File: src/design/bme_pkg.sv
// Shared types and constants for the bipartite matching engine.
// No dependencies.
`default_nettype none
package bme_pkg;
   localparam int MASK_BITS       = 10;
   localparam int LABEL_W         = 5;
   localparam int COPIES_W        = 4;
   localparam int SERVER_W        = 4;
   localparam int LISTED_W        = $clog2(MASK_BITS + 1);
   localparam int NUM_SERVERS_DEF = 10;
   localparam int MAX_JOBS_DEF    = 10;
   localparam int GRP_DEPTH       = 2;
   localparam int RSP_DEPTH       = 2;

   typedef struct packed {
      logic [LABEL_W-1:0]   job_label;
      logic [COPIES_W-1:0]  copies;
      logic [MASK_BITS-1:0] allowed_mask;
      logic                 last_group;
      logic                 short_mask;   // more copies than usable servers
   } group_type;

   typedef struct packed {
      logic                feasible;
      logic [SERVER_W-1:0] server;
      logic                occupied;
      logic [LABEL_W-1:0]  owner_label;
      logic                last_result;
   } result_type;
endpackage
`default_nettype wire

File: src/design/bipartite_matching_engine_top.sv
// Job-to-server matching engine. Groups enter through a push/full queue, one
// group per cycle while the group queue has room; each copy of a group becomes
// one job row. On the last group the back end runs a greedy pass over the rows
// and then a depth-first augmenting search per unmatched row, one stack
// step per cycle; each step skips straight to the next allowed server, and the
// rows of the found path are then committed one by one. Results leave through
// an empty/pop queue: one per server when all rows match, else a single
// infeasible result. The search sequencer is the limit: one augmenting search
// is repeated for each row that the greedy pass leaves unmatched. Depends on
// bme_pkg, bme_queue, bme_front, bme_back.
`default_nettype none
module bipartite_matching_engine_top
   import bme_pkg::*;
#(
   parameter int NUM_SERVERS = NUM_SERVERS_DEF,
   parameter int MAX_JOBS    = MAX_JOBS_DEF
) (
   input  logic                 clock,
   input  logic                 reset,
   input  logic                 push,
   output logic                 full,
   input  logic [LABEL_W-1:0]   req_job_label,
   input  logic [COPIES_W-1:0]  req_copies,
   input  logic [MASK_BITS-1:0] req_allowed_mask,
   input  logic                 req_last_group,
   output logic                 empty,
   input  logic                 pop,
   output logic                 rsp_feasible,
   output logic [SERVER_W-1:0]  rsp_server,
   output logic                 rsp_occupied,
   output logic [LABEL_W-1:0]   rsp_owner_label,
   output logic                 rsp_last_result
);
   group_type  grp;
   logic       grp_valid, grp_pop;
   result_type rsp_wr, rsp_rd;
   logic       rsp_push, rsp_full;

   bme_front #(
      .NUM_SERVERS (NUM_SERVERS)
   ) u_front (
      .clock        (clock),
      .reset        (reset),
      .push         (push),
      .full         (full),
      .job_label    (req_job_label),
      .copies       (req_copies),
      .allowed_mask (req_allowed_mask),
      .last_group   (req_last_group),
      .grp_pop      (grp_pop),
      .grp_valid    (grp_valid),
      .grp          (grp)
   );

   bme_back #(
      .NUM_SERVERS (NUM_SERVERS),
      .MAX_JOBS    (MAX_JOBS)
   ) u_back (
      .clock     (clock),
      .reset     (reset),
      .grp_valid (grp_valid),
      .grp       (grp),
      .grp_pop   (grp_pop),
      .rsp_full  (rsp_full),
      .rsp_push  (rsp_push),
      .rsp       (rsp_wr)
   );

   bme_queue #(
      .WIDTH ($bits(result_type)),
      .DEPTH (RSP_DEPTH)
   ) u_rsp_queue (
      .clock   (clock),
      .reset   (reset),
      .push    (rsp_push),
      .wr_data (rsp_wr),
      .full    (rsp_full),
      .pop     (pop),
      .rd_data (rsp_rd),
      .empty   (empty)
   );

   assign rsp_feasible    = rsp_rd.feasible;
   assign rsp_server      = rsp_rd.server;
   assign rsp_occupied    = rsp_rd.occupied;
   assign rsp_owner_label = rsp_rd.owner_label;
   assign rsp_last_result = rsp_rd.last_result;
endmodule
`default_nettype wire

File: src/design/bme_queue.sv
// Small register FIFO with push/full and pop/empty sides.
// Stand-alone, used for the group queue and the result queue.
`default_nettype none
module bme_queue #(
   parameter int WIDTH = 8,
   parameter int DEPTH = 2
) (
   input  logic             clock,
   input  logic             reset,
   input  logic             push,
   input  logic [WIDTH-1:0] wr_data,
   output logic             full,
   input  logic             pop,
   output logic [WIDTH-1:0] rd_data,
   output logic             empty
);
   localparam int PTR_W = (DEPTH > 1) ? $clog2(DEPTH) : 1;
   localparam int CNT_W = $clog2(DEPTH + 1);

   logic [WIDTH-1:0] mem_ff [DEPTH];
   logic [WIDTH-1:0] mem_in [DEPTH];
   logic [PTR_W-1:0] wr_ptr_ff, wr_ptr_in, rd_ptr_ff, rd_ptr_in;
   logic [CNT_W-1:0] count_ff, count_in;
   logic             do_push, do_pop;

   assign full    = (count_ff == CNT_W'(DEPTH));
   assign empty   = (count_ff == '0);
   assign do_push = push & ~full;
   assign do_pop  = pop & ~empty;
   assign rd_data = mem_ff[rd_ptr_ff];

   always_comb begin
      mem_in    = mem_ff;
      wr_ptr_in = wr_ptr_ff;
      rd_ptr_in = rd_ptr_ff;
      count_in  = count_ff;
      if (do_push) begin
         mem_in[wr_ptr_ff] = wr_data;
         wr_ptr_in = (wr_ptr_ff == PTR_W'(DEPTH - 1)) ? '0 : wr_ptr_ff + 1'b1;
      end
      if (do_pop) begin
         rd_ptr_in = (rd_ptr_ff == PTR_W'(DEPTH - 1)) ? '0 : rd_ptr_ff + 1'b1;
      end
      if (do_push && !do_pop) begin
         count_in = count_ff + 1'b1;
      end else if (do_pop && !do_push) begin
         count_in = count_ff - 1'b1;
      end
   end

   always_ff @(posedge clock) begin
      mem_ff <= mem_in;
      if (reset) begin
         wr_ptr_ff <= '0;
         rd_ptr_ff <= '0;
         count_ff  <= '0;
      end else begin
         wr_ptr_ff <= wr_ptr_in;
         rd_ptr_ff <= rd_ptr_in;
         count_ff  <= count_in;
      end
   end
endmodule
`default_nettype wire

File: src/design/bme_front.sv
// Input side: trims the server mask, checks copies against usable servers
// and queues the group. Depends on bme_pkg and bme_queue.
`default_nettype none
module bme_front
   import bme_pkg::*;
#(
   parameter int NUM_SERVERS = NUM_SERVERS_DEF
) (
   input  logic                 clock,
   input  logic                 reset,
   input  logic                 push,
   output logic                 full,
   input  logic [LABEL_W-1:0]   job_label,
   input  logic [COPIES_W-1:0]  copies,
   input  logic [MASK_BITS-1:0] allowed_mask,
   input  logic                 last_group,
   input  logic                 grp_pop,
   output logic                 grp_valid,
   output group_type            grp
);
   logic [MASK_BITS-1:0] usable;
   logic [LISTED_W-1:0]  listed;
   group_type            grp_wr;
   logic                 grp_empty;

   always_comb begin
      usable = '0;
      listed = '0;
      for (int i = 0; i < MASK_BITS; i++) begin
         if (i < NUM_SERVERS) begin
            usable[i] = allowed_mask[i];
         end
         listed = listed + LISTED_W'(usable[i]);
      end
   end

   always_comb begin
      grp_wr.job_label    = job_label;
      grp_wr.copies       = copies;
      grp_wr.allowed_mask = usable;
      grp_wr.last_group   = last_group;
      grp_wr.short_mask   = (LISTED_W'(copies) > listed);
   end

   assign grp_valid = ~grp_empty;

   bme_queue #(
      .WIDTH ($bits(group_type)),
      .DEPTH (GRP_DEPTH)
   ) u_grp_queue (
      .clock   (clock),
      .reset   (reset),
      .push    (push),
      .wr_data (grp_wr),
      .full    (full),
      .pop     (grp_pop),
      .rd_data (grp),
      .empty   (grp_empty)
   );
endmodule
`default_nettype wire

File: src/design/bme_back.sv
// Back end: stores job rows, runs greedy pass plus augmenting-path search
// with an explicit stack, and emits results. Depends on bme_pkg.
`default_nettype none
module bme_back
   import bme_pkg::*;
#(
   parameter int NUM_SERVERS = NUM_SERVERS_DEF,
   parameter int MAX_JOBS    = MAX_JOBS_DEF
) (
   input  logic       clock,
   input  logic       reset,
   input  logic       grp_valid,
   input  group_type  grp,
   output logic       grp_pop,
   input  logic       rsp_full,
   output logic       rsp_push,
   output result_type rsp
);
   localparam int ROW_W = $clog2(MAX_JOBS);
   localparam int CNT_W = $clog2(MAX_JOBS + 1);
   localparam int SRV_W = $clog2(NUM_SERVERS);
   localparam int SV_W  = $clog2(NUM_SERVERS + 1);
   localparam int SUM_W = ((CNT_W > COPIES_W) ? CNT_W : COPIES_W) + 1;

   localparam logic [2:0] ST_IDLE   = 3'd0;
   localparam logic [2:0] ST_GREEDY = 3'd1;
   localparam logic [2:0] ST_AUG    = 3'd2;
   localparam logic [2:0] ST_SEARCH = 3'd3;
   localparam logic [2:0] ST_BIND   = 3'd4;
   localparam logic [2:0] ST_EMIT   = 3'd5;
   localparam logic [2:0] ST_FAIL   = 3'd6;

   logic [2:0]             state_ff, state_in;
   logic [MASK_BITS-1:0]   row_allowed_ff [MAX_JOBS];
   logic [MASK_BITS-1:0]   row_allowed_in [MAX_JOBS];
   logic [LABEL_W-1:0]     row_label_ff [MAX_JOBS];
   logic [LABEL_W-1:0]     row_label_in [MAX_JOBS];
   logic [CNT_W-1:0]       count_ff, count_in;
   logic                   ovf_ff, ovf_in;
   logic [NUM_SERVERS-1:0] busy_ff, busy_in;
   logic [ROW_W-1:0]       owner_ff [NUM_SERVERS];
   logic [ROW_W-1:0]       owner_in [NUM_SERVERS];
   logic [MAX_JOBS-1:0]    matched_ff, matched_in;
   logic [MAX_JOBS-1:0]    visited_ff, visited_in;
   logic [ROW_W-1:0]       stk_row_ff [MAX_JOBS];
   logic [ROW_W-1:0]       stk_row_in [MAX_JOBS];
   logic [SV_W-1:0]        stk_srv_ff [MAX_JOBS];
   logic [SV_W-1:0]        stk_srv_in [MAX_JOBS];
   logic [CNT_W-1:0]       depth_ff, depth_in;
   logic [CNT_W-1:0]       row_ff, row_in;
   logic [ROW_W-1:0]       k_ff, k_in;
   logic [SRV_W-1:0]       emit_ff, emit_in;

   logic [SUM_W-1:0]       fill_end;
   logic                   too_many;
   logic [ROW_W-1:0]       cur_row;
   logic [MASK_BITS-1:0]   g_mask;
   logic                   g_found;
   logic [SRV_W-1:0]       g_idx;
   logic [CNT_W-1:0]       depth_dec;
   logic [ROW_W-1:0]       top_idx;
   logic [ROW_W-1:0]       s_row;
   logic [SV_W-1:0]        s_start;
   logic [MASK_BITS-1:0]   s_mask;
   logic                   s_found;
   logic [SRV_W-1:0]       s_idx;
   logic [ROW_W-1:0]       s_owner;
   logic [SRV_W-1:0]       b_srv;
   logic [ROW_W-1:0]       b_row;
   logic                   emit_last;

   assign fill_end  = SUM_W'(count_ff) + SUM_W'(grp.copies);
   assign too_many  = (fill_end > SUM_W'(MAX_JOBS));
   assign cur_row   = row_ff[ROW_W-1:0];
   assign g_mask    = row_allowed_ff[cur_row];
   assign depth_dec = depth_ff - 1'b1;
   assign top_idx   = depth_dec[ROW_W-1:0];
   assign s_row     = stk_row_ff[top_idx];
   assign s_start   = stk_srv_ff[top_idx];
   assign s_mask    = row_allowed_ff[s_row];
   assign s_owner   = owner_ff[s_idx];
   assign b_srv     = stk_srv_ff[k_ff][SRV_W-1:0];
   assign b_row     = stk_row_ff[k_ff];
   assign emit_last = (emit_ff == SRV_W'(NUM_SERVERS - 1));

   // lowest allowed free server for the greedy pass
   always_comb begin
      g_found = 1'b0;
      g_idx   = '0;
      for (int i = MASK_BITS - 1; i >= 0; i--) begin
         if (i < NUM_SERVERS) begin
            if (g_mask[i] && !busy_ff[SRV_W'(i)]) begin
               g_found = 1'b1;
               g_idx   = SRV_W'(i);
            end
         end
      end
   end

   // lowest allowed server at or above the top frame's cursor
   always_comb begin
      s_found = 1'b0;
      s_idx   = '0;
      for (int i = MASK_BITS - 1; i >= 0; i--) begin
         if (i < NUM_SERVERS) begin
            if (s_mask[i] && SV_W'(i) >= s_start) begin
               s_found = 1'b1;
               s_idx   = SRV_W'(i);
            end
         end
      end
   end

   always_comb begin
      state_in       = state_ff;
      row_allowed_in = row_allowed_ff;
      row_label_in   = row_label_ff;
      count_in       = count_ff;
      ovf_in         = ovf_ff;
      busy_in        = busy_ff;
      owner_in       = owner_ff;
      matched_in     = matched_ff;
      visited_in     = visited_ff;
      stk_row_in     = stk_row_ff;
      stk_srv_in     = stk_srv_ff;
      depth_in       = depth_ff;
      row_in         = row_ff;
      k_in           = k_ff;
      emit_in        = emit_ff;
      grp_pop        = 1'b0;
      rsp_push       = 1'b0;
      rsp            = '0;

      case (state_ff)
         ST_IDLE: begin
            if (grp_valid) begin
               grp_pop = 1'b1;
               for (int i = 0; i < MAX_JOBS; i++) begin
                  if (SUM_W'(i) >= SUM_W'(count_ff) && SUM_W'(i) < fill_end) begin
                     row_allowed_in[i] = grp.allowed_mask;
                     row_label_in[i]   = grp.job_label;
                  end
               end
               count_in = too_many ? CNT_W'(MAX_JOBS) : CNT_W'(fill_end);
               ovf_in   = ovf_ff | too_many | grp.short_mask;
               if (grp.last_group) begin
                  row_in   = '0;
                  state_in = ovf_in ? ST_FAIL : ST_GREEDY;
               end
            end
         end
         ST_GREEDY: begin
            if (row_ff == count_ff) begin
               row_in   = '0;
               state_in = ST_AUG;
            end else begin
               if (!matched_ff[cur_row] && g_found) begin
                  busy_in[g_idx]      = 1'b1;
                  owner_in[g_idx]     = cur_row;
                  matched_in[cur_row] = 1'b1;
               end
               row_in = row_ff + 1'b1;
            end
         end
         ST_AUG: begin
            if (row_ff == count_ff) begin
               emit_in  = '0;
               state_in = ST_EMIT;
            end else if (matched_ff[cur_row]) begin
               row_in = row_ff + 1'b1;
            end else begin
               stk_row_in[0]       = cur_row;
               stk_srv_in[0]       = '0;
               visited_in          = '0;
               visited_in[cur_row] = 1'b1;
               depth_in            = CNT_W'(1);
               state_in            = ST_SEARCH;
            end
         end
         ST_SEARCH: begin
            if (!s_found) begin
               // dead end: pop frame and advance parent's cursor
               depth_in = depth_dec;
               if (depth_dec == '0) begin
                  state_in = ST_FAIL;
               end else begin
                  stk_srv_in[top_idx - 1'b1] = stk_srv_ff[top_idx - 1'b1] + 1'b1;
               end
            end else begin
               stk_srv_in[top_idx] = SV_W'(s_idx);
               if (!busy_ff[s_idx]) begin
                  k_in     = top_idx;
                  state_in = ST_BIND;
               end else if (visited_ff[s_owner] || depth_ff >= CNT_W'(MAX_JOBS)) begin
                  stk_srv_in[top_idx] = SV_W'(s_idx) + 1'b1;
               end else begin
                  visited_in[s_owner]              = 1'b1;
                  stk_row_in[depth_ff[ROW_W-1:0]] = s_owner;
                  stk_srv_in[depth_ff[ROW_W-1:0]] = '0;
                  depth_in                         = depth_ff + 1'b1;
               end
            end
         end
         ST_BIND: begin
            busy_in[b_srv]    = 1'b1;
            owner_in[b_srv]   = b_row;
            matched_in[b_row] = 1'b1;
            if (k_ff == '0) begin
               row_in   = row_ff + 1'b1;
               state_in = ST_AUG;
            end else begin
               k_in = k_ff - 1'b1;
            end
         end
         ST_EMIT: begin
            rsp.feasible    = 1'b1;
            rsp.server      = SERVER_W'(emit_ff);
            rsp.occupied    = busy_ff[emit_ff];
            rsp.owner_label = busy_ff[emit_ff] ? row_label_ff[owner_ff[emit_ff]] : '0;
            rsp.last_result = emit_last;
            if (!rsp_full) begin
               rsp_push = 1'b1;
               if (emit_last) begin
                  count_in   = '0;
                  ovf_in     = 1'b0;
                  busy_in    = '0;
                  matched_in = '0;
                  visited_in = '0;
                  state_in   = ST_IDLE;
               end else begin
                  emit_in = emit_ff + 1'b1;
               end
            end
         end
         ST_FAIL: begin
            rsp.last_result = 1'b1;
            if (!rsp_full) begin
               rsp_push   = 1'b1;
               count_in   = '0;
               ovf_in     = 1'b0;
               busy_in    = '0;
               matched_in = '0;
               visited_in = '0;
               state_in   = ST_IDLE;
            end
         end
         default: begin
            state_in = ST_IDLE;
         end
      endcase
   end

   always_ff @(posedge clock) begin
      row_allowed_ff <= row_allowed_in;
      row_label_ff   <= row_label_in;
      owner_ff       <= owner_in;
      stk_row_ff     <= stk_row_in;
      stk_srv_ff     <= stk_srv_in;
      depth_ff       <= depth_in;
      row_ff         <= row_in;
      k_ff           <= k_in;
      emit_ff        <= emit_in;
      if (reset) begin
         state_ff   <= ST_IDLE;
         count_ff   <= '0;
         ovf_ff     <= 1'b0;
         busy_ff    <= '0;
         matched_ff <= '0;
         visited_ff <= '0;
      end else begin
         state_ff   <= state_in;
         count_ff   <= count_in;
         ovf_ff     <= ovf_in;
         busy_ff    <= busy_in;
         matched_ff <= matched_in;
         visited_ff <= visited_in;
      end
   end
endmodule
`default_nettype wire

File: config.mk
export PLATFORM = sky130hd
export DESIGN_NAME = bipartite_matching_engine_top
export DESIGN_NICKNAME = d
export VERILOG_FILES = /design/src/design/bme_pkg.sv /design/src/design/bipartite_matching_engine_top.sv /design/src/design/bme_queue.sv /design/src/design/bme_front.sv /design/src/design/bme_back.sv
export SDC_FILE = /design/constraint.sdc
export NUM_CORES = 1
export LEC_CHECK = 0
export BUFFER_PORTS_ARGS = -buffer_cell sky130_fd_sc_hd__buf_4
export CAP_MARGIN = 10
export CORE_MARGIN = 4
export CORE_UTILIZATION = 64
export DETAILED_ROUTE_END_ITERATION = 10
export GPL_TIMING_DRIVEN = 0
export PLACE_DENSITY_LB_ADDON = 0.1
export SETUP_SLACK_MARGIN = 0.1
export SLEW_MARGIN = 25
export SYNTH_ARGS = -nofsm -noshare
export SYNTH_HDL_FRONTEND = slang
export SYNTH_SLANG_ARGS = --single-unit
File: constraint.sdc
create_clock -name clock -period 9.8 [get_ports clock]
set_input_delay 0.98 -clock clock [delete_from_list [all_inputs] [get_ports clock]]
set_output_delay 0.98 -clock clock [all_outputs]
set_load 0.01 [all_outputs]
# Word level (Yosys, flattened, before mapping)
# Index checks and enable logic that the tools add are counted.
# Widths: inputs -> output; s select.
[word_totals]
regBits = 398
in_bits = 24
out_inout_bits = 14
word_cells = 534
[op_classes]
addsub = 26
magnitude_cmp = 67
n_eq_ne = 36
n_mux = 204
bitwise = 33
n_reduce_logical = 98
[op_table]
columns = ["op", "n"]
rows = [
  ["$mux 40", 9],
  ["$bwmux 40", 6],
  ["$mux 4", 55],
  ["$mux 10", 14],
  ["$pmux 10 s4", 3],
  ["$bmux 4 s4", 7],
  ["$mux 21", 4],
  ["$bmux 10 s4", 2],
  ["$demux 4 s4", 5],
  ["$pmux 40 s2", 1],
  ["$mux 3", 21],
  ["$ge 5x5->1 const B", 11],
  ["$not 4->5", 10],
  ["$or 10x10->10", 5],
  ["$mux 12", 4],
  ["$logic_and 1x1->1", 45],
  ["$bwmux 42", 1],
  ["$and 40x40->40", 1],
  ["$not 40->40", 1],
  ["$pmux 4 s2", 5],
  ["$mux 1", 39],
  ["$reduce_and 3->1", 11],
  ["$add 4x1->4", 8],
  ["$ge 3x4->1 const A", 8],
  ["70 further kinds", 188],
]

# Longest topological paths before layout
# Gate-level depths: netlist of run 1.
[logic_depth]
ltp_word = 33
ltp_mapped = 32
mapped_depth_nobuf = 20

# Cells and area by module
# A second synthesis of run 1 with hierarchy kept.
[unflattened]
hier_cells = 2074
hier_area_um2 = 23222.3
[by_module_without_submodules]
columns = ["module", "n_inst", "cells_each", "area_each_um2", "seq_area_each_um2"]
rows = [
  ["bme_back", 1, 1892, 20164.3, 9349.0],
  ["bme_queue at u_front.u_grp_queue", 1, 88, 1701.6, 1341.3],
  ["bme_queue at u_rsp_queue", 1, 60, 1054.8, 800.8],
  ["bme_front", 1, 34, 301.5, 0.0],
]

# Worst setup path before layout of run 1
# Ideal clock, no wire load.
[synth_path]
path_kind = "register to register"
from = "register u_back.depth_ff[0]"
to = "register u_back.stk_row_ff[10] in the netlist's numbering (enable)"
setup_ns = 0.329
t_arrival_ns = 7.187
required_ns = 9.471
setup_slack_ns = 2.284
stages_incl_launch_ff = 29
period_less_slack_ns = 7.516
path_cell_list = "edfxtp_1 -> buf_4 -> buf_2 -> buf_4 -> buf_4 -> clkinv_1 -> ha_1 -> buf_2 -> mux4_2 -> and4_1 -> clkbuf_1 -> nor3_4 -> buf_6 -> mux2_1 -> o2111a_1 -> o31a_1 -> or3_1 -> buf_2 -> nor4_4 -> a32oi_1 -> a221o_2 -> nand2_4 -> mux2_1 -> a32oi_2 -> o2111ai_4 -> buf_6 -> nor2_1 -> nand2_1 -> nor2_1"
[synth_via]
elab_chain_len = 29
word_cells_on_any_way = 64
cone_classes = "add/sub: 1; order compare: 11; mux: 36; bitwise: 4; reduce/logical: 12"
[synth_lines]
columns = ["element", "line_no", "rtl"]
rows = [
  ["start: declaration", "bme_back.sv:49", "logic [CNT_W-1:0] depth_ff, depth_in;"],
  ["start signal: assignment", "bme_back.sv:259", "depth_ff <= depth_in;"],
  ["$sub 4x1->4 (*)", "bme_back.sv:76", "assign depth_dec = depth_ff - 1'b1;"],
  ["named net u_back.depth_dec[0]", "bme_back.sv:60", "logic [CNT_W-1:0] depth_dec;"],
  ["$not 4->5 (not written as such) (*)", "bme_back.sv:78, bme_back.sv:79", ""],
  ["$bmux 4 s4", "bme_back.sv:78", "assign s_row = stk_row_ff[top_idx];"],
  ["$mux 4 (not written as such) (2 in a row)", "bme_back.sv:78", ""],
  ["$not 4->5 (not written as such)", "bme_back.sv:80", "assign s_mask = row_allowed_ff[s_row];"],
  ["$bmux 10 s4", "bme_back.sv:80", ""],
  ["$mux 10 (not written as such) (2 in a row)", "bme_back.sv:80", ""],
  ["[... 12 more ...]", "--", ""],
  ["$bmux 4 s4 (*)", "bme_back.sv:81", "assign s_owner = owner_ff[s_idx];"],
  ["$mux 4 (not written as such) (*) (2 in a row)", "bme_back.sv:81", ""],
  ["named net u_back.s_owner[0]", "bme_back.sv:67", "logic [ROW_W-1:0] s_owner;"],
  ["$bmux 1 s4 (*)", "bme_back.sv:194", "end else if (visited_ff[s_owner] || depth_ff >= CNT_W'(MAX_JOBS)) begin"],
  ["$mux 1 (not written as such) (*)", "bme_back.sv:194", ""],
  ["$logic_or 1x1->1 (*)", "bme_back.sv:194", ""],
  ["$not 1->1 (no line) (*)", "--", ""],
  ["$reduce_and 4->1 (no line) (*)", "--", ""],
  ["end signal: assignment", "bme_back.sv:257", "stk_row_ff <= stk_row_in;"],
  ["end: declaration", "bme_back.sv:45", "logic [ROW_W-1:0] stk_row_ff [MAX_JOBS];"],
]
# Mark *: on every way through the listed nets, which the timed path passes. The rest lies on a longest branch. The select of a mux whose other input is x is not followed.
# A chain may end at the register's enable or synchronous reset.

# Final worst setup path of run 1
# Ends and elaborated chain as after synthesis.

==> results.toml, run 1 <==
[yosys]
combinational_family_with_the_most_area_after_synthesis = "compound AO/OA/AOI/OAI gates"
synthesis.area_um2 = 23120
synth_top_area_share = 0.4572
synth_compound_area_frac = 0.1783
postSynth.topFlopCell = "edfxtp_1"
synth_sequential_area_ratio = 0.4970
post_synth_edffs = 352
synth_simple_gate_area_frac = 0.1177
synthXorXnorAreaFrac = 0.01212
synth.ff_latch_count = 398
ys_types = 101
muxShareOfSynthArea = 0.1325
synth.net_count = 2169
synth_top_cell_by_area = "edfxtp_1"
cell_types_occupying_the_most_area_after_synthesis = "edfxtp_1 (46%), mux4_2 (5.7%), dfxtp_1 (4.0%), mux2i_1 (4.0%), mux2_2 (3.4%)"
yosys.cell_count.top_type = "edfxtp_1"
synth_top_cells_by_count = "edfxtp_1 (352), nand2_1 (205), nor2_1 (191)"
synth_async_reset_ratio = 0
count_of_warnings_emitted_by_yosys = 0
yosys.area_share.adder = 0.02338
number_of_instances_in_the_synthesized_netlist = 2106
syn_avg_cell_area_um2 = 10.98

[final_layout]
antennaDiodeCount = 0
final_core_area_utilization = 0.7297
filler_cell_count = 2417
synthToLayoutAreaGrowth_pct = 12.26
final-instance-count-excl-fill = 2706
layout-drive-gt1-share = 0.1608
layout.nets = 2273

[place]
setup_ws_pre_cts_ns = -0.8483
port_buffers = 36
place.detailed.instances = 2620
routabilityCongestion = 1.001
hpwl_um = 55070

[global_route]
global_route.usage.total = 0.3872
grt_first_pass_wirelength_um = 114600
maximum_number_of_pins_on_one_net_before_global_route_repair = 22
via_count_of_the_first_global_routing_pass = 18710
grt_overflow_total = 0
grt_antenna_before_repair = 0

[flow_run]
maximum_capacitance_violations = 0

[clock_network]
cts.htree.levels = 2
tritoncts_num_sinks = 398
cts_tree = "built"
clkLatencyLatePin_ns = 0.60
cts_buffers = 43
clock_path_buffers = 3
clock-root-buffer = "clkbuf_16"
worst_setup_hold_path_clk_slew_ns = 0.06

[worst_setup_path]
timing.critical_path.slowest_cell_delay_ns = 0.71
path_class = "register to register"
cp_required_ns = 10.08
critical-path-top-delay-family = "buffers and inverters"
critical_path.n_buffers_inverters = 12
most_frequent_cell_on_critical_path = "buf_2"
startpoint_type = "register"
timing.critical_path.slowest_stage_cell = "a21boi_0"
worst-path-max-fanout = 16
worst-endpoint-arrival_ns = 9.73
worst_setup_path_end_kind = "register"

[drt]
postRouteAntennaNets = 0
first_pass_iters = 8
drc_marker_count_from_the_first_detailed_route_iteration = 3043
wl_per_cell_um = 28.46
vias_per_cell = 7.288
drc = 0
routed_wl_um = 77010
routed-via-count = 19720

[sta]
setup-tns-final_ns = 0
hold_viol = 0
slew-limit-headroom = 0.2886
time_the_final_worst_path_needs_with_i_o_delays_and_setup_ns = 9.448
setup_slack_ns = 0.3521
peak_clock_frequency_supported_by_timing_mhz = 105.8
grt_setup_unrepaired = "no"
share_of_the_clock_period_used_by_the_worst_path = 0.9641
final-max-slew-violation-count = 0
tightest_slew_ns = 1.067
worst_clock_skew_ns = 0.02491
report.final.setup_viol = 0

[die]
fp.dieH_um = 198.1
floorplan.io_pins = 38
fp.coreArea_um2 = 35570
die_width_um = 198.1
die-area_um2 = 39230
row_count = 69
start_util = 0.6500

[outcome]
run_status = "finished, final reports clean"

[hold_path]
holdCritPathClass = "register to register"
[metrics by stage]
| stage | hold slack [ns] | cell area [um^2] |
|---|---|---|
| after floorplan | 0.4315 | 23120 |
| after global routing | 0.5111 | 25950 |
| final | 0.4686 | 25950 |
| after global placement | 0.4445 | 23970 |
| after CTS | 0.4713 | 25850 |
| after detailed placement | 0.4585 | 24260 |
[final cells by class]
type | instances | area [um^2] | area share
buffer | 141 | 609.3 | 0.02348
sequential | 398 | 11490 | 0.4427
tap | 461 | 576.8 | 0.02222
inverter | 79 | 300.3 | 0.01157
timing repair buffer | 59 | 466.7 | 0.01798
clock buffer | 49 | 1129 | 0.04348
clock inverter | 31 | 377.9 | 0.01456
multi-input combinational | 1488 | 11000 | 0.4240
[worst min-delay path, cell delays in order, from the launching register on]
cell     delay (ns)
dfxtp_1        0.32
a21oi_1        0.04
nor2_1         0.07
[cells by family after synthesis]
logic type	after synthesis
multiplexers	223
AO/OA/AOI/OAI	600
AND/OR/NAND/NOR	594
flip-flops	398
adder cells (fa/ha/maj)	39
buffers and inverters	220
XOR/XNOR	32
[path summary, 6_finish.rpt]
kind,start,endpoint,slack (ns),depth (start not counted)
worst max-delay path,u_back.depth_ff[0]$_SDFFCE_PN1P_,u_back.stk_row_ff[10]$_DFFE_PP_,0.35,28
worst min-delay path,u_back.matched_ff[0]$_SDFFE_PP0P_,u_back.matched_ff[0]$_SDFFE_PP0P_,0.47,2
worst max register to register,u_back.depth_ff[0]$_SDFFCE_PN1P_,u_back.stk_row_ff[10]$_DFFE_PP_,0.35,28
worst min register to register,u_back.matched_ff[0]$_SDFFE_PP0P_,u_back.matched_ff[0]$_SDFFE_PP0P_,0.47,2
[placed cells by master (no fill, tap or decap), types with 18 or more instances in the layout]
cell type and instances:
a22oi_1 36, inv_1 76, nor2_1 177, buf_4 54
nor3_1 32, a21oi_1 131, o21ai_0 110, a221oi_1 26
o21ai_1 26, clkbuf_1 96, mux2_2 69, a31oi_1 18
dfxtp_1 46, nand2_1 203, a22o_1 25, and3_1 19
o31ai_1 21, nand3_1 35, mux2i_1 92, clkbuf_16 43
o22ai_1 20, ha_1 32, edfxtp_1 352, buf_2 23
mux4_2 59
[sequential cells by signal, indices dropped and copies added, names as in the netlist, 24 cells and up, named ones only]
register,count
u_back.owner_ff,40
u_rsp_queue.mem_ff,24
u_back.stk_row_ff,40
u_front.u_grp_queue.mem_ff,42
u_back.stk_srv_ff,31
u_back.row_label_ff,50
u_back.row_allowed_ff,100
[per-layer routing]
layer,GRT usage,vias up,wire [um]
li1,-,8316,-
met1,0.5159,9425,28260
met2,0.5977,1641,34690
met3,0.09716,338,9563
met4,0.1910,0,4491
met5,0.002469,-,0
[repair_timing]
item                                    in CTS  in global routing
endpoints found under the setup margin     109                 64
pin swaps                                    1                  1
gates cloned                                 0                  0
buffers inserted                             2                  3
resized for setup                           21                 13
hold buffers                                 0                  0
Power of run 1 is not shown: default switching activity piles up to over one toggle a cycle in this logic, so the estimate is an artifact.
==> run 2, diff against run 1 <==
--- a/config.mk
+++ b/config.mk
@@ -10,7 +10,6 @@
 export CORE_MARGIN = 4
 export CORE_UTILIZATION = 64
 export DETAILED_ROUTE_END_ITERATION = 10
-export GPL_TIMING_DRIVEN = 0
 export PLACE_DENSITY_LB_ADDON = 0.1
 export SETUP_SLACK_MARGIN = 0.1
 export SLEW_MARGIN = 25
==> run 2 against run 1 <==
Fmax is 3.8% higher. Cell count is 4.6% lower. Clock skew is 0.0020 ns lower. Setup slack better by 0.34 ns. First-iteration DRC count is 4.1% lower. Flip-flop and latch count stayed put. Register-to-register slack better by 0.34 ns. Die area stayed put. Critical path depth is 8 lower. Critical endpoint is now u_back.stk_srv_ff[21]$_DFFE_PP_. Highest routed layer unchanged.
==> results.toml, run 2 (synthesis results as in run 1) <==
[worst_setup_path]
r2r-start = "u_back.depth_ff[0]$_SDFFCE_PN1P_"
regToRegEndpoint = "u_back.stk_srv_ff[21]$_DFFE_PP_"
startpoint_type = "register"
path_class = "register to register"
worst-path-max-fanout = 28
reg2reg_depth = 20
worst-endpoint-arrival_ns = 9.44
cp_required_ns = 10.13
worst_setup_path_end_kind = "register"
rrSetupSlack_ns = 0.69

[drt]
drc_marker_count_from_the_first_detailed_route_iteration = 2917
first_pass_iters = 8
drc = 0
routed_wl_um = 70060
vias_per_cell = 7.289
route.top_layer_used = "met4"
route.met2.wl_um = 31580
routedLengthMet1_um = 26280
postRouteAntennaNets = 0
routed-via-count = 18820
wl_per_cell_um = 27.13
dr_wl_met3_um = 8513

[hold_path]
holdCritPathClass = "register to register"
timing.hold.worst_endpoint = "u_back.busy_ff[8]$_SDFFE_PP0P_"
worst_hold_path.num_cells = 2
worstHoldStart = "u_back.busy_ff[8]$_SDFFE_PP0P_"

[sta]
peak_clock_frequency_supported_by_timing_mhz = 109.8
time_the_final_worst_path_needs_with_i_o_delays_and_setup_ns = 9.106
hold_viol = 0
worst_clock_skew_ns = 0.02292
report.final.setup_viol = 0
setup-tns-final_ns = 0
slew-limit-headroom = 0.2899
grt_setup_unrepaired = "no"
tightest_slew_ns = 1.064
share_of_the_clock_period_used_by_the_worst_path = 0.9292
hold_slack_ns = 0.4676
final-max-slew-violation-count = 0

[clock_network]
clkLatencyLatePin_ns = 0.59
cts.repair.resized = 0
clock_path_buffers = 3
cts_buffers = 42
cts.repair_timing.setup_buffer_count = 0
tritoncts_num_sinks = 398
worst_setup_hold_path_clk_slew_ns = 0.06
hold_fix_buffers_cts = 0
clock-root-buffer = "clkbuf_16"
cts_tree = "built"
cts.htree.levels = 2

[global_route]
grt_antenna_before_repair = 0
grt_overflow_total = 0
grt_first_pass_wirelength_um = 105800
via_count_of_the_first_global_routing_pass = 17890
global_route.usage.total = 0.3507
maximum_number_of_pins_on_one_net_before_global_route_repair = 48

[final_layout]
most-common-layout-cells = "edfxtp_1 (352), nand2_1 (205), nor2_1 (190), a21oi_1 (132), o21ai_0 (110)"
mostFrequentLayoutCell = "edfxtp_1"
layout.nets = 2150
antennaDiodeCount = 0
largestRegisters = "u_back.row_allowed_ff: 100 flops, u_back.row_label_ff: 50 flops, u_front.u_grp_queue.mem_ff: 42 flops"
synthToLayoutAreaGrowth_pct = 8.643
max_flop_register = "u_back.row_allowed_ff"
filler_cell_count = 2563
largest_register_ffs = 100
layout-drive-gt1-share = 0.1476

[die]
fp.coreArea_um2 = 35570
die-area_um2 = 39230
fp.dieH_um = 198.1
row_count = 69
floorplan.io_pins = 38
start_util = 0.6500
die_width_um = 198.1

[outcome]
run_status = "finished, final reports clean"

[place]
hpwl_um = 49030
routabilityCongestion = 1.038
port_buffers = 37

[flow_run]
maximum_capacitance_violations = 0
## run 2: per-stage QoR
step	util	instances	area (um^2)	setup WS, ns
final	0.7062	2582	25120	0.6942
after detailed placement	0.6675	2504	23740	1.047
after global routing	0.7062	2582	25120	0.4201
after global placement	0.6673	2504	23740	1.443
after floorplan	-	2106	23120	2.284
after CTS	0.7058	2582	25100	1.014
## run 2: final cells by class
cell class	count	area (um^2)	area share
multi-input combinational	1488	10810	0.4302
inverter	79	299.0	0.01191
clock inverter	22	215.2	0.008568
clock buffer	56	1145	0.04558
tap	461	576.8	0.02296
sequential	398	11490	0.4575
timing repair buffer	78	585.6	0.02331
## run 2: layer usage
layer  vias up  GRT usage
li1       8078          -
met1      9048     0.4796
met2      1407     0.5421
met3       287    0.08389
met4         0     0.1515
met5         -          0
## run 2: worst max-delay path by stage
stage / from / endpoint / slack [ns]
detailed placement: u_back.depth_ff[0]$_SDFFCE_PN1P_ / u_back.stk_srv_ff[30]$_DFFE_PP_ / 1.05
global route: u_back.depth_ff[0]$_SDFFCE_PN1P_ / u_back.stk_srv_ff[21]$_DFFE_PP_ / 0.42
CTS: u_back.depth_ff[0]$_SDFFCE_PN1P_ / register / 1.01
floorplan: u_back.depth_ff[0]$_SDFFCE_PN1P_ / u_back.stk_row_ff[10]$_DFFE_PP_ / 2.28
finish: u_back.depth_ff[0]$_SDFFCE_PN1P_ / u_back.stk_srv_ff[21]$_DFFE_PP_ / 0.69
global placement: u_back.depth_ff[0]$_SDFFCE_PN1P_ / u_back.stk_srv_ff[30]$_DFFE_PP_ / 1.44
## run 2: worst max-delay path: stages (launching register included)
cell,delay [ns]
edfxtp_1,0.35
clkinv_1,0.34
ha_1,0.82
mux4_2,0.44
and4_1,0.43
nor3_4,0.63
buf_4,0.49
mux2_2,0.38
o211ai_1,0.20
a21boi_0,0.20
or3_1,0.69
nor4_4,0.43
nand2_1,0.57
nor2_1,0.30
a311o_1,0.73
a32oi_2,0.30
o2111ai_4,0.53
buf_4,0.40
a21oi_2,0.14
a222oi_1,0.35
inv_1,0.07
Power of run 2 is left out for the same reason.
